--- src/design/tcw_pkg.sv ---
package tcw_pkg;

   // fixed field widths of the request, response and csr words
   localparam int REQ_TYPE_W   = 2;
   localparam int CHAR_W       = 16;
   localparam int ATTR_W       = 32;
   localparam int READ_ROW_W   = 6;
   localparam int READ_COL_W   = 7;
   localparam int CURSOR_COL_W = 7;
   localparam int CURSOR_ROW_W = 6;
   localparam int TAB_W        = 8;
   localparam int CSR_IDX_W    = 2;
   localparam int CSR_DATA_W   = 32;
   // wide enough to hold any buffer dimension itself
   localparam int DIM_W        = 9;

   // request types
   localparam logic [REQ_TYPE_W-1:0] REQ_PUT        = 2'd0;
   localparam logic [REQ_TYPE_W-1:0] REQ_CLEAR_ALL  = 2'd1;
   localparam logic [REQ_TYPE_W-1:0] REQ_CLEAR_LINE = 2'd2;
   localparam logic [REQ_TYPE_W-1:0] REQ_READ       = 2'd3;

   // csr register indexes
   localparam logic [CSR_IDX_W-1:0] CSR_TAB_MODE     = 2'd0;
   localparam logic [CSR_IDX_W-1:0] CSR_TAB_SIZE     = 2'd1;
   localparam logic [CSR_IDX_W-1:0] CSR_DEFAULT_ATTR = 2'd2;
   localparam logic [CSR_IDX_W-1:0] CSR_CURRENT_ATTR = 2'd3;

   // character codes
   localparam logic [CHAR_W-1:0] CHAR_SPACE     = 16'h0020;
   localparam logic [CHAR_W-1:0] CHAR_PRINT_MIN = 16'd32;
   localparam logic [CHAR_W-1:0] CHAR_LF        = 16'd10;
   localparam logic [CHAR_W-1:0] CHAR_CR        = 16'd13;
   localparam logic [CHAR_W-1:0] CHAR_TAB       = 16'd9;

   localparam logic [TAB_W-1:0] TAB_SIZE_RESET = 8'd8;

   // classified command handed from the front end to the back end
   typedef enum logic [2:0] {
      OP_NOP,
      OP_PRINT,
      OP_LF,
      OP_CR,
      OP_TAB,
      OP_CLEAR_ALL,
      OP_CLEAR_LINE,
      OP_READ
   } op_type;

   typedef struct packed {
      op_type                  op;
      logic [CHAR_W-1:0]       char_code;
      logic                    is_wide;
      logic [READ_ROW_W-1:0]   row;
      logic [READ_COL_W-1:0]   col;
   } cmd_type;

   typedef struct packed {
      logic                tab_mode;
      logic [TAB_W-1:0]    tab_size;
      logic [ATTR_W-1:0]   default_attribute;
      logic [ATTR_W-1:0]   current_attribute;
   } cfg_type;

   typedef struct packed {
      logic [CHAR_W-1:0]   char_code;
      logic [ATTR_W-1:0]   attr;
      logic                cont;
   } cell_type;

   localparam int CELL_W = $bits(cell_type);

   // back end status seen by the front end
   typedef struct packed {
      logic pop;
      logic init;
   } back_stat_type;

endpackage

--- src/design/tcw_req_if.sv ---
interface tcw_req_if;
   import tcw_pkg::*;

   logic                    valid;
   logic                    ready;
   logic [REQ_TYPE_W-1:0]   req_type;
   logic [CHAR_W-1:0]       char_code;
   logic                    is_wide;
   logic [READ_ROW_W-1:0]   read_row;
   logic [READ_COL_W-1:0]   read_col;

   modport source (
      output valid, req_type, char_code, is_wide, read_row, read_col,
      input  ready
   );

   modport sink (
      input  valid, req_type, char_code, is_wide, read_row, read_col,
      output ready
   );

endinterface

--- src/design/tcw_front.sv ---
module tcw_front #(
   parameter int BUFFER_WIDTH  = 128,
   parameter int BUFFER_HEIGHT = 64
) (
   input  logic                    clock,
   input  logic                    reset,
   tcw_req_if.sink                 req_chan,
   input  tcw_pkg::back_stat_type  back_stat,
   output logic                    cmd_valid,
   output tcw_pkg::cmd_type        cmd
);
   import tcw_pkg::*;

   localparam int QUEUE_DEPTH = 2;
   localparam int PTR_W       = $clog2(QUEUE_DEPTH);
   localparam int CNT_W       = $clog2(QUEUE_DEPTH + 1);

   cmd_type               entry_in;
   cmd_type               queue_ff [QUEUE_DEPTH];
   logic [PTR_W-1:0]      wr_ptr_ff, wr_ptr_in;
   logic [PTR_W-1:0]      rd_ptr_ff, rd_ptr_in;
   logic [CNT_W-1:0]      count_ff, count_in;
   logic                  push;
   logic                  row_ok;
   logic                  col_ok;

   // classify the request word
   always_comb begin
      entry_in.char_code = req_chan.char_code;
      entry_in.is_wide   = req_chan.is_wide;
      entry_in.row       = req_chan.read_row;
      entry_in.col       = req_chan.read_col;
      row_ok = DIM_W'(req_chan.read_row) < DIM_W'(BUFFER_HEIGHT);
      col_ok = DIM_W'(req_chan.read_col) < DIM_W'(BUFFER_WIDTH);
      case (req_chan.req_type)
         REQ_PUT: begin
            if (req_chan.char_code < CHAR_PRINT_MIN) begin
               if (req_chan.char_code == CHAR_LF) begin
                  entry_in.op = OP_LF;
               end else if (req_chan.char_code == CHAR_CR) begin
                  entry_in.op = OP_CR;
               end else if (req_chan.char_code == CHAR_TAB) begin
                  entry_in.op = OP_TAB;
               end else begin
                  entry_in.op = OP_NOP;
               end
            end else begin
               entry_in.op = OP_PRINT;
            end
         end
         REQ_CLEAR_ALL:  entry_in.op = OP_CLEAR_ALL;
         REQ_CLEAR_LINE: entry_in.op = OP_CLEAR_LINE;
         REQ_READ:       entry_in.op = (row_ok && col_ok) ? OP_READ : OP_NOP;
         default:        entry_in.op = OP_NOP;
      endcase
   end

   // command queue toward the back end
   assign req_chan.ready = (count_ff != CNT_W'(QUEUE_DEPTH)) && !back_stat.init;
   assign push           = req_chan.valid && req_chan.ready;
   assign cmd_valid      = count_ff != '0;
   assign cmd            = queue_ff[rd_ptr_ff];

   always_comb begin
      wr_ptr_in = push ? wr_ptr_ff + PTR_W'(1) : wr_ptr_ff;
      rd_ptr_in = back_stat.pop ? rd_ptr_ff + PTR_W'(1) : rd_ptr_ff;
      count_in  = count_ff;
      if (push && !back_stat.pop) begin
         count_in = count_ff + CNT_W'(1);
      end else if (!push && back_stat.pop) begin
         count_in = count_ff - CNT_W'(1);
      end
   end

   always_ff @(posedge clock) begin
      if (reset) begin
         wr_ptr_ff <= '0;
         rd_ptr_ff <= '0;
         count_ff  <= '0;
      end else begin
         wr_ptr_ff <= wr_ptr_in;
         rd_ptr_ff <= rd_ptr_in;
         count_ff  <= count_in;
      end
   end

   always_ff @(posedge clock) begin
      if (push) begin
         queue_ff[wr_ptr_ff] <= entry_in;
      end
   end

endmodule

--- src/flat_wrapper.sv ---
// flat-port wrapper written by rule: the top's interface ports become plain ports
module tcw_front_flat import tcw_pkg::*;
#(
   parameter int BUFFER_WIDTH  = 128,
   parameter int BUFFER_HEIGHT = 64
)
  (clock, reset, back_stat, cmd_valid, cmd, req_chan_valid, req_chan_req_type, req_chan_char_code, req_chan_is_wide, req_chan_read_row, req_chan_read_col, req_chan_ready);
  tcw_req_if req_chan_i ();
  input  logic clock;
  input  logic reset;
  input  tcw_pkg::back_stat_type back_stat;
  output logic cmd_valid;
  output tcw_pkg::cmd_type cmd;
  input wire logic [$bits(req_chan_i.valid)-1:0] req_chan_valid;
  input wire logic [$bits(req_chan_i.req_type)-1:0] req_chan_req_type;
  input wire logic [$bits(req_chan_i.char_code)-1:0] req_chan_char_code;
  input wire logic [$bits(req_chan_i.is_wide)-1:0] req_chan_is_wide;
  input wire logic [$bits(req_chan_i.read_row)-1:0] req_chan_read_row;
  input wire logic [$bits(req_chan_i.read_col)-1:0] req_chan_read_col;
  output wire logic [$bits(req_chan_i.ready)-1:0] req_chan_ready;
  assign req_chan_i.valid = req_chan_valid;
  assign req_chan_i.req_type = req_chan_req_type;
  assign req_chan_i.char_code = req_chan_char_code;
  assign req_chan_i.is_wide = req_chan_is_wide;
  assign req_chan_i.read_row = req_chan_read_row;
  assign req_chan_i.read_col = req_chan_read_col;
  assign req_chan_ready = req_chan_i.ready;
  tcw_front #(.BUFFER_WIDTH(BUFFER_WIDTH), .BUFFER_HEIGHT(BUFFER_HEIGHT)) u_core (.clock(clock), .reset(reset), .req_chan(req_chan_i), .back_stat(back_stat), .cmd_valid(cmd_valid), .cmd(cmd));
endmodule
--- config.mk ---
export PLATFORM = sky130hd
export DESIGN_NAME = tcw_front_flat
export DESIGN_NICKNAME = d
export VERILOG_FILES = /design/src/design/tcw_pkg.sv /design/src/design/tcw_req_if.sv /design/src/design/tcw_front.sv /design/src/flat_wrapper.sv
export SDC_FILE = /design/constraint.sdc
export NUM_CORES = 1
export LEC_CHECK = 0
export BUFFER_PORTS_ARGS = -buffer_cell sky130_fd_sc_hd__buf_2
export CORE_MARGIN = 1
export CORE_UTILIZATION = 25
export DETAILED_ROUTE_END_ITERATION = 8
export MAX_ROUTING_LAYER = met4
export PLACE_DENSITY_LB_ADDON = 0.08
export SLEW_MARGIN = 20
export SYNTH_ARGS = -nofsm -noshare
export SYNTH_HDL_FRONTEND = slang
export SYNTH_SLANG_ARGS = --single-unit
--- constraint.sdc ---
create_clock -name clock -period 8.8 [get_ports clock]
set_clock_uncertainty 0.2 [all_clocks]
set_input_delay 0 -clock clock [delete_from_list [all_inputs] [get_ports clock]]
set_output_delay 0 -clock clock [all_outputs]
set_load 0.01 [all_outputs]
==> impl_metrics.toml <==
[critical_path]
required_ns = 8.68
crit_path_start = "req_chan_char_code[5]"
cp.arrival_ns = 2.06
reg2reg_to = "u_core.queue_ff[1][28]"
r2r_setup_slack_ns = 6.70
end_kind = "flip-flop"
critPathLaunchType = "primary input"
reg2regPathDepth = 3
reg2reg_from = "u_core.count_ff[0]"
path_class = "primary input to flip-flop"
path_max_fanout = 4
crit_end = "u_core.queue_ff[1][30]"

[logic_synthesis]
synth-seq-cells = 71
synth_warnings = 0
synthDistinctLibCells = 30
synthCells = 144
syn-mean-instance-area_um2 = 19.08
synthesis.area_um2 = 2748
yosysSeqAreaShare_pct = 75.77
synthesis.nets = 182

[floorplanning]
coreArea_um2 = 10510
num_rows = 37
ios = 72
dieArea_um2 = 11410
die_y_um = 106.8
start_util_pct = 26.15
die_x_um = 106.8

[timing]
whs_ns = 0.1870
max_freq_ghz = 0.4600
relSlewSlack_pct = 40.60
setup_viol = 0
fin_crit_sh_pct = 24.70
period_needed_ns = 2.174
rsz0062_at_grt = "false"
final.setup.tns_ns = 0
worst_slew_pin_slew_ns = 0.8910
finalHoldViolCount = 0
drv_slew = 0

[detailed_routing]
drt-initial-drc-count = 39
wl_per_cell_um = 13.84
via_per_inst = 4.057
drt_pre_antenna_iters = 4
vias = 1631
drt_wl_total_mm = 5.562
drcViolationCount = 0
drt.antenna.violating_nets = 0

[global_routing]
met3_usage_pct = 4.255
use_met2_pct = 17.33
overflow = 0
met1_usage_pct = 11.59
grt_pass1_wl_mm = 8.286
antenna_found_initial = 0
top_usage_layer = "met2"
grt_max_degree = 35
grt_pass1_vias = 1619
grt_usage_pct = 10.53

[flow_run]
timing.max_cap.violations = 0

[cts]
clkLatencyLatePin_ns = 0.33
cts_root_buf = "clkbuf_8"
clkSinkCount = 71
cts_htree_levels = 3
cts_buffers = 9
cts_setup_buffers = 0
clock_path_buffers = 2
path_clk_slew_ns = 0.07
tritoncts = "built"

[outcome]
outcome = "finished clean"

[layout]
syn_to_final_growth_pct = 41.48
antenna_cells = 0
fillers = 981
fin_nets = 299
fin_cells = 402
drive_above_1_share_pct = 47.74

[min_path]
hold_class = "primary input to flip-flop"

[placement]
place_inst = 348
port_buffers = 71
hpwl_mm = 3.311
gp_congestion = 0.6879

[power_and_ir_drop]
irDropWorstVdd_mv = 0.08815
total_power_mw = 0.7954
p_leak_nw = 1.430
power.density_nw_per_um2 = 204.6
-- per-layer routing --
layer / up-vias / part of all wire (%)
met4: 0 / 0.50
met5: - / 0
li1: 797 / -
met1: 782 / 44
met2: 50 / 50
met3: 2 / 5.2
-- worst min path at each step --
stage	startpoint	to	cells past startpoint
floorplan	back_stat[0]	req_chan_ready	1
global placement	req_chan_read_col[0]	u_core.queue_ff[0][0]	1
detailed placement	req_chan_read_row[4]	u_core.queue_ff[1][11]	1
CTS	req_chan_read_col[6]	u_core.queue_ff[0][6]	2
global route	req_chan_read_col[6]	u_core.queue_ff[0][6]	2
finish	req_chan_read_col[6]	u_core.queue_ff[0][6]	2
-- area by class of cell --
class	count	area (um2)	share of cell area (%)
multi-input combinational	67	648.1	16.67
clock buffer	9	123.9	3.186
inverter	2	7.507	0.1931
tap	136	170.2	4.377
sequential	71	2083	53.59
clock inverter	7	111.4	2.865
timing repair buffer	110	743.2	19.12
-- critical path, stage by stage --
cell,delay (ns)
dlygate4sd3_1,0.54
buf_2,0.14
nor3_2,0.35
a31oi_1,0.14
a311o_1,0.32
dlygate4sd3_1,0.57
-- kinds of logic after synthesis --
| family | Yosys count | share of synthesized area, % |
|---|---|---|
| buffers and inverters | 6 | 1.002 |
| DFF | 71 | 75.77 |
| AOI/OAI and AO/OA | 9 | 2.368 |
| and+or+nand+nor | 21 | 5.920 |
| muxes | 33 | 13.52 |
| adders and majority gates | 1 | 0.4553 |
| xor gates and xnor gates | 3 | 0.9565 |
-- registers in the layout (all words and copies together), names as in the netlist, named ones only --
signal and count:
u_core.rd_ptr_ff 1, u_core.wr_ptr_ff 1, u_core.queue_ff 66, u_core.count_ff 2
-- Yosys cell counts, drive strengths merged --
library cell / number / area share [%]
nand2: 1 / 0.14
or2: 1 / 0.23
a311o: 1 / 0.36
and3b: 1 / 0.32
dfxtp: 5 / 3.6
o31a: 1 / 0.32
nor3b: 2 / 0.55
or3: 1 / 0.23
o21ai: 2 / 0.36
nand3: 1 / 0.18
edfxtp: 66 / 72
xnor2: 1 / 0.32
xor2: 2 / 0.64
nor4: 3 / 2.0
nor2: 5 / 0.68
and2: 1 / 0.23
a21oi: 1 / 0.18
buf: 4 / 0.73
mux2: 33 / 14
nor3: 2 / 0.55
nor4bb: 1 / 0.36
o21bai: 1 / 0.27
nor2b: 2 / 0.46
ha: 1 / 0.46
a31oi: 1 / 0.23
inv: 2 / 0.27
o21ba: 1 / 0.36
o31ai: 1 / 0.27
-- where the power goes --
part	total (mW)	switching, mW	internal (mW)
Clock	0.304	0.117	0.186
Sequential	0.398	0.0110	0.387
Combinational	0.0936	0.0427	0.0509
-- layout by cell type, fill, tap and decap left out, types with 2 or more instances in the layout --
master and instances:
edfxtp_1 66, nor3b_1 2, nor2_1 5, nor4_4 3, mux2_2 33, clkinv_2 2
dfxtp_1 4, buf_2 71, bufinv_16 3, xor2_1 2, clkbuf_8 9, nor2b_1 2
inv_1 2, o21ai_0 2, dlygate4sd3_1 38
-- stage by stage --
step	instance area (um2)	utilization, %	worst slack, ns
floorplan	2748	-	5.830
global placement	3272	31.13	6.698
detailed placement	3272	31.13	6.647
CTS	3887	36.99	6.645
global route	3887	36.99	6.492
finish	3887	36.99	6.626
-- what timing repair did --
item | CTS | global route
endpoints found under the hold margin | 71 | 0
resized for setup | 0 | 0
endpoints found under the setup margin | 0 | 0
hold buffers | 38 | 0
No activity file was read; power rests on OpenSTA's default activity.
